File: config.mk
export PLATFORM = sky130hd
export DESIGN_NAME = utf8_sequence_decoder_top
export DESIGN_NICKNAME = d
export VERILOG_FILES = /design/src/rtl/utf8d_pkg.sv /design/src/rtl/utf8_sequence_decoder_top.sv
export SDC_FILE = /design/constraint.sdc
export NUM_CORES = 1
export LEC_CHECK = 0
export ABC_AREA = 0
export BUFFER_PORTS_ARGS = -buffer_cell sky130_fd_sc_hd__buf_2
export CAP_MARGIN = 10
export CORE_ASPECT_RATIO = 1.25
export CORE_MARGIN = 2
export CORE_UTILIZATION = 55
export CTS_BUF_LIST = sky130_fd_sc_hd__clkbuf_4 sky130_fd_sc_hd__clkbuf_8
export DETAILED_ROUTE_END_ITERATION = 8
export GPL_TIMING_DRIVEN = 0
export PLACE_DENSITY = 0.83
export SYNTH_ARGS = -nofsm -noshare
export SYNTH_HDL_FRONTEND = slang
export SYNTH_SLANG_ARGS = --single-unit
File: constraint.sdc
create_clock -name clk -period 2.95 [get_ports clk]
set_input_delay 0.295 -clock clk [delete_from_list [all_inputs] [get_ports clk]]
set_output_delay 0.295 -clock clk [all_outputs]
set_load 0.05 [all_outputs]
File: src/rtl/utf8d_pkg.sv
package utf8d_pkg;

  // Beat widths on the two stream ports.
  localparam int unsigned InDataW  = 56;
  localparam int unsigned OutDataW = 40;

  // Field widths.
  localparam int unsigned ByteW  = 8;
  localparam int unsigned AvailW = 3;
  localparam int unsigned CodeW  = 31;
  localparam int unsigned UsedW  = 3;

  // Largest count of bytes in one window.
  localparam logic [AvailW-1:0] MaxAvail = 3'd6;

  // Lead byte class boundaries.
  localparam logic [ByteW-1:0] Lead1Lim = 8'h80;
  localparam logic [ByteW-1:0] Lead2Lim = 8'he0;
  localparam logic [ByteW-1:0] Lead3Lim = 8'hf0;
  localparam logic [ByteW-1:0] Lead4Lim = 8'hf8;
  localparam logic [ByteW-1:0] Lead5Lim = 8'hfc;
  localparam logic [ByteW-1:0] Lead6Lim = 8'hfe;

  // Continuation byte form: 10xxxxxx.
  localparam logic [ByteW-1:0] ContMask = 8'hc0;
  localparam logic [ByteW-1:0] ContTag  = 8'h80;

  // One decode window as it sits in the input register.
  typedef struct packed {
    logic [AvailW-1:0] avail;
    logic [ByteW-1:0]  byte5;
    logic [ByteW-1:0]  byte4;
    logic [ByteW-1:0]  byte3;
    logic [ByteW-1:0]  byte2;
    logic [ByteW-1:0]  byte1;
    logic [ByteW-1:0]  byte0;
  } window_t;

  // One decoded result.
  typedef struct packed {
    logic             ok;
    logic [UsedW-1:0] consumed;
    logic [CodeW-1:0] code_point;
  } result_t;

endpackage

File: src/rtl/utf8_sequence_decoder_top.sv
// Channel  | Dir | tdata fields (low bit up)                           | Beat
// s_axis   | in  | byte0, byte1, byte2, byte3, byte4, byte5, avail, pad | one window
// m_axis   | out | code_point, consumed, ok, pad                        | one result
//
// One window is taken per cycle while m_axis is not stalled; each beat gives exactly one result.
// A window moves from s_axis into the input register, is decoded by a
// single level of compare and mask logic, and lands in the result register:
// the result register drives m_axis directly.
// Reset clears both stage valid flags. A stall on m_axis holds the result
// register, and s_axis keeps taking beats while the input register is free.
module utf8_sequence_decoder_top (
  input  logic        clk,
  input  logic        rst,
  input  logic        s_axis_tvalid,
  output logic        s_axis_tready,
  // byte0[7:0], byte1[15:8], byte2[23:16], byte3[31:24], byte4[39:32],
  // byte5[47:40], avail[50:48], zero pad[55:51]
  input  logic [55:0] s_axis_tdata,
  output logic        m_axis_tvalid,
  input  logic        m_axis_tready,
  // code_point[30:0], consumed[33:31], ok[34], zero pad[39:35]
  output logic [39:0] m_axis_tdata
);

  localparam int unsigned WinW = $bits(utf8d_pkg::window_t);
  localparam int unsigned ResW = $bits(utf8d_pkg::result_t);

  utf8d_pkg::window_t win;
  logic               win_valid;
  utf8d_pkg::result_t res;
  utf8d_pkg::result_t res_next;
  logic               res_valid;
  logic               res_free;
  logic               win_free;

  logic [utf8d_pkg::ByteW-1:0]  lead;
  logic [utf8d_pkg::AvailW-1:0] avail_c;
  logic [2:0]                   n_cont;
  logic [5:0]                   cont_ok;
  logic                         all_ok;
  logic [utf8d_pkg::CodeW-1:0]  acc;

  // Stage handshakes: each register is free when empty or draining.
  assign res_free      = !res_valid || m_axis_tready;
  assign win_free      = !win_valid || res_free;
  assign s_axis_tready = win_free;

  // Input register.
  always_ff @(posedge clk) begin
    if (rst) begin
      win_valid <= 1'b0;
    end else if (win_free) begin
      win_valid <= s_axis_tvalid;
    end
  end

  always_ff @(posedge clk) begin
    if (win_free && s_axis_tvalid) begin
      win <= utf8d_pkg::window_t'(s_axis_tdata[WinW-1:0]);
    end
  end

  // Continuation count from the lead byte class.
  always_comb begin
    lead = win.byte0;
    if (lead < utf8d_pkg::Lead1Lim) begin
      n_cont = 3'd0;
    end else if (lead < utf8d_pkg::Lead2Lim) begin
      n_cont = 3'd1;
    end else if (lead < utf8d_pkg::Lead3Lim) begin
      n_cont = 3'd2;
    end else if (lead < utf8d_pkg::Lead4Lim) begin
      n_cont = 3'd3;
    end else if (lead < utf8d_pkg::Lead5Lim) begin
      n_cont = 3'd4;
    end else if (lead < utf8d_pkg::Lead6Lim) begin
      n_cont = 3'd5;
    end else begin
      n_cont = 3'd0;
    end
  end

  // Out-of-range avail counts as a full window.
  assign avail_c = (win.avail > utf8d_pkg::MaxAvail) ? utf8d_pkg::MaxAvail : win.avail;

  // Form check on each following byte; bytes past the sequence always pass.
  always_comb begin
    cont_ok[0] = 1'b1;
    cont_ok[1] = (n_cont < 3'd1) ||
                 ((win.byte1 & utf8d_pkg::ContMask) == utf8d_pkg::ContTag);
    cont_ok[2] = (n_cont < 3'd2) ||
                 ((win.byte2 & utf8d_pkg::ContMask) == utf8d_pkg::ContTag);
    cont_ok[3] = (n_cont < 3'd3) ||
                 ((win.byte3 & utf8d_pkg::ContMask) == utf8d_pkg::ContTag);
    cont_ok[4] = (n_cont < 3'd4) ||
                 ((win.byte4 & utf8d_pkg::ContMask) == utf8d_pkg::ContTag);
    cont_ok[5] = (n_cont < 3'd5) ||
                 ((win.byte5 & utf8d_pkg::ContMask) == utf8d_pkg::ContTag);
    all_ok     = &cont_ok;
  end

  // Masked lead bits followed by the six-bit payloads; a lone lead byte passes as is.
  always_comb begin
    case (n_cont)
      3'd1: acc = {20'd0, lead[4:0], win.byte1[5:0]};
      3'd2: acc = {15'd0, lead[3:0], win.byte1[5:0], win.byte2[5:0]};
      3'd3: acc = {10'd0, lead[2:0], win.byte1[5:0], win.byte2[5:0],
                   win.byte3[5:0]};
      3'd4: acc = {5'd0, lead[1:0], win.byte1[5:0], win.byte2[5:0],
                   win.byte3[5:0], win.byte4[5:0]};
      3'd5: acc = {lead[0], win.byte1[5:0], win.byte2[5:0], win.byte3[5:0],
                   win.byte4[5:0], win.byte5[5:0]};
      default: acc = {23'd0, lead};
    endcase
  end

  // Pick the decoded value, the raw lead byte, or the end-of-buffer result.
  always_comb begin
    if (avail_c == '0) begin
      res_next.code_point = '0;
      res_next.consumed   = '0;
      res_next.ok         = 1'b0;
    end else if ((n_cont != 3'd0) && ({1'b0, n_cont} < {1'b0, avail_c}) && all_ok) begin
      res_next.code_point = acc;
      res_next.consumed   = n_cont + 3'd1;
      res_next.ok         = 1'b1;
    end else begin
      res_next.code_point = {23'd0, lead};
      res_next.consumed   = 3'd1;
      res_next.ok         = 1'b1;
    end
  end

  // Result register.
  always_ff @(posedge clk) begin
    if (rst) begin
      res_valid <= 1'b0;
    end else if (res_free) begin
      res_valid <= win_valid;
    end
  end

  always_ff @(posedge clk) begin
    if (res_free && win_valid) begin
      res <= res_next;
    end
  end

  assign m_axis_tvalid = res_valid;
  assign m_axis_tdata  = {{(utf8d_pkg::OutDataW - ResW){1'b0}}, res};

endmodule

==> metrics.txt <==
Core Util, Final 0.6878; grt ovf 0; GRT Util Overall 0.2146; antenna violations before repair 0; Post-CTS Hold Fix Bufs 0; first-pass GRT wire length 12650 µm; fmax 367.4 MHz; Synth Area per Inst 13.54 µm²; Placed Cells 477; FILL cells 516; antenna cells 0; proportion of power drawn by the clock network 0.297; H-tree depth 3; Yosys reg bits 88; clock sinks 88; post-synthesis instance area 3941 µm²; P per Cell Area 538.2 nW/µm²; Initial Utilization 0.5684; Worst-Skew Late Latency 0.36 ns; most frequent cells in the layout 92 x buf_2, 86 x edfxtp_1, 33 x nand2_1; Final setup viols 0; Slew @ Worst Pin 0.9084 ns; Final Hold Viols 0; WP data arrival 2.81 ns; sw frac 0.2627; GP Congestion 0.8475; TNS Setup 0 ns; sequential share of the synthesized area 0.6654; Clock Path Buffers 2; DR vias 2767; row cnt 34; DRC 0; final wirelength 7929 µm; max-slew violation count 0; Die W 79.72 µm; Syn. warnings 0; worst min path class input pin to flip-flop; core area 6934 µm²; status finished, final reports clean; Internal Power 0.001893 W; reg2reg path depth 13; Clock Tree Root clkbuf_8; ranking of synthesized cells by area edfxtp_1 66%, a222oi_1 4.3%, nand2_1 3.1%, nor2_4 2.9%, a21oi_1 2.3%; final worst path period share 0.9227; Port-buffer cells 91; critical path required time 3.04 ns; CTS tree built; Yosys cell types 44; io pins 102; Worst Hold Slack 0.09863 ns; Place WS -0.01521 ns; Cells after Synth 291; most common cell after layout, fill and taps aside buf_2; layout cell share with drive strength beyond 1 0.3630; main flop type after synthesis edfxtp_1; Synth top area share 0.6552; Worst Hold Depth 1; nets@finish 463; Static Leak 1.720 nW; Switch Pwr 0.0006743 W; worst IR drop on VDD 0.3606 mV; skew final 0.01399 ns; die area 7863 µm²; pin count of the biggest net entering global routing 41; Max Cap Viol 0; ys async rst share 0; Avg WL per Cell 16.02 µm; Clock transition at path regs 0.09 ns; Die Ht 98.65 µm; unrepaired setup endpoints after global routing false; Yosys top cell by area edfxtp_1; antenna-violating nets left 0; Num CTS Buffers 9; Worst setup EP type flip-flop; setup ws final 0.2281 ns; critical path peak fanout 10; Tmin final 2.722 ns; sequential power share 0.578; vias in the first global route 2527; drt pass-1 iters 7; DP Wirelength 5764 µm; Worst slew margin 0.3931; Avg Vias per Cell 5.590; Layout area overhead 21.02%; non-filler cells, final 495; startpoint types flip-flop; Post-synth EDFFs 86; DRT iter0 DRCs 444; power share of the combinational group 0.125; critical path class flip-flop to flip-flop
[final cells by class]
cell class	count	area (µm²)	share of cell area
Timing Repair Buffer	94	490.5	0.1028
Clock inverter	5	41.29	0.008657
Inverter	9	33.78	0.007083
Multi-Input combinational cell	176	1171	0.2455
Sequential cell	88	2623	0.5498
Clock buffer	11	145.1	0.03043
Buffer	22	152.6	0.03200
Tap cell	90	112.6	0.02361
[state kept, by name, summed over array words and instances (netlist names)]
signal,flops
m_axis_tdata,35
win_valid,1
m_axis_tvalid,1
lead,8
win,43
[power by group through the flow]
| stage | Combinational (W) | Sequential [W] | Clock, W |
|---|---|---|---|
| after detailed placement | 0.000317 | 0.00151 | 0 |
| after global routing | 0.000344 | 0.00149 | 0.000825 |
| final | 0.000321 | 0.00148 | 0.000762 |
| after global placement | 0.000307 | 0.00151 | 0 |
| after floorplan | 0.000135 | 0.00159 | 0 |
| after CTS | 0.000319 | 0.00148 | 0.000779 |
[critical path, stage by stage, from the launching register on]
cell      delay (ns)
edfxtp_1        0.38
buf_6           0.16
nand2_2         0.15
nor2_4          0.09
nand2_1         0.09
inv_1           0.05
ha_1            0.19
nor2_1          0.12
nand2_1         0.06
a21o_1          0.19
or4b_1          0.49
buf_2           0.18
nor3_1          0.22
nor3_1          0.08
[metrics by stage]
stage	total power (W)	area, µm²
global route	0.002659	4770
floorplan	0.001727	3956
CTS	0.002580	4755
detailed placement	0.001827	4553
global placement	0.001818	4524
finish	0.002567	4770
[synth_stat cells, types with 9 or more instances]
cell type  number
inv_1           9
clkbuf_1       10
edfxtp_1       86
nor2_1          9
a222oi_1       17
nor2_4         10
nand3_1        12
a21oi_1        18
nor3_1         18
nand2_1        33
[what timing repair did]
item                                    CTS  global route
buffers inserted                          2             0
endpoints found under the setup margin   11            23
gates resized for setup                   0             3
pin swaps                                 1             0
[layer usage]
layer / GRT usage / up-vias / routed length [µm]
met5: 0 / - / 0
met4: 0.1141 / 0 / 265
met3: 0.04212 / 28 / 675
met2: 0.3180 / 160 / 3766
met1: 0.3011 / 1251 / 3221
li1: - / 1328 / -
[logic make-up (layout without fill, tap and decap cells)]
family	Yosys count	in the layout	share of synthesized area
other	1	5	0.0009515
and+or+nand+nor	111	111	0.1695
DFF	88	88	0.6654
adders and majority gates	3	3	0.009525
buffers and inverters	31	141	0.04730
AOI/OAI and AO/OA	57	57	0.1073
[final timing paths]
kind | slack [ns] | startpoint | endpoint
max | 0.23 | lead[3]$_DFFE_PP_ | m_axis_tdata[0]$_SDFFCE_PP0P_
min | 0.1 | s_axis_tdata[30] | win[30]$_DFFE_PP_
max reg2reg | 0.23 | lead[3]$_DFFE_PP_ | m_axis_tdata[0]$_SDFFCE_PP0P_
min reg2reg | 0.53 | win_valid$_SDFFE_PP0N_ | m_axis_tvalid$_SDFFE_PP0P_
Power figures use the tool's default switching activity.
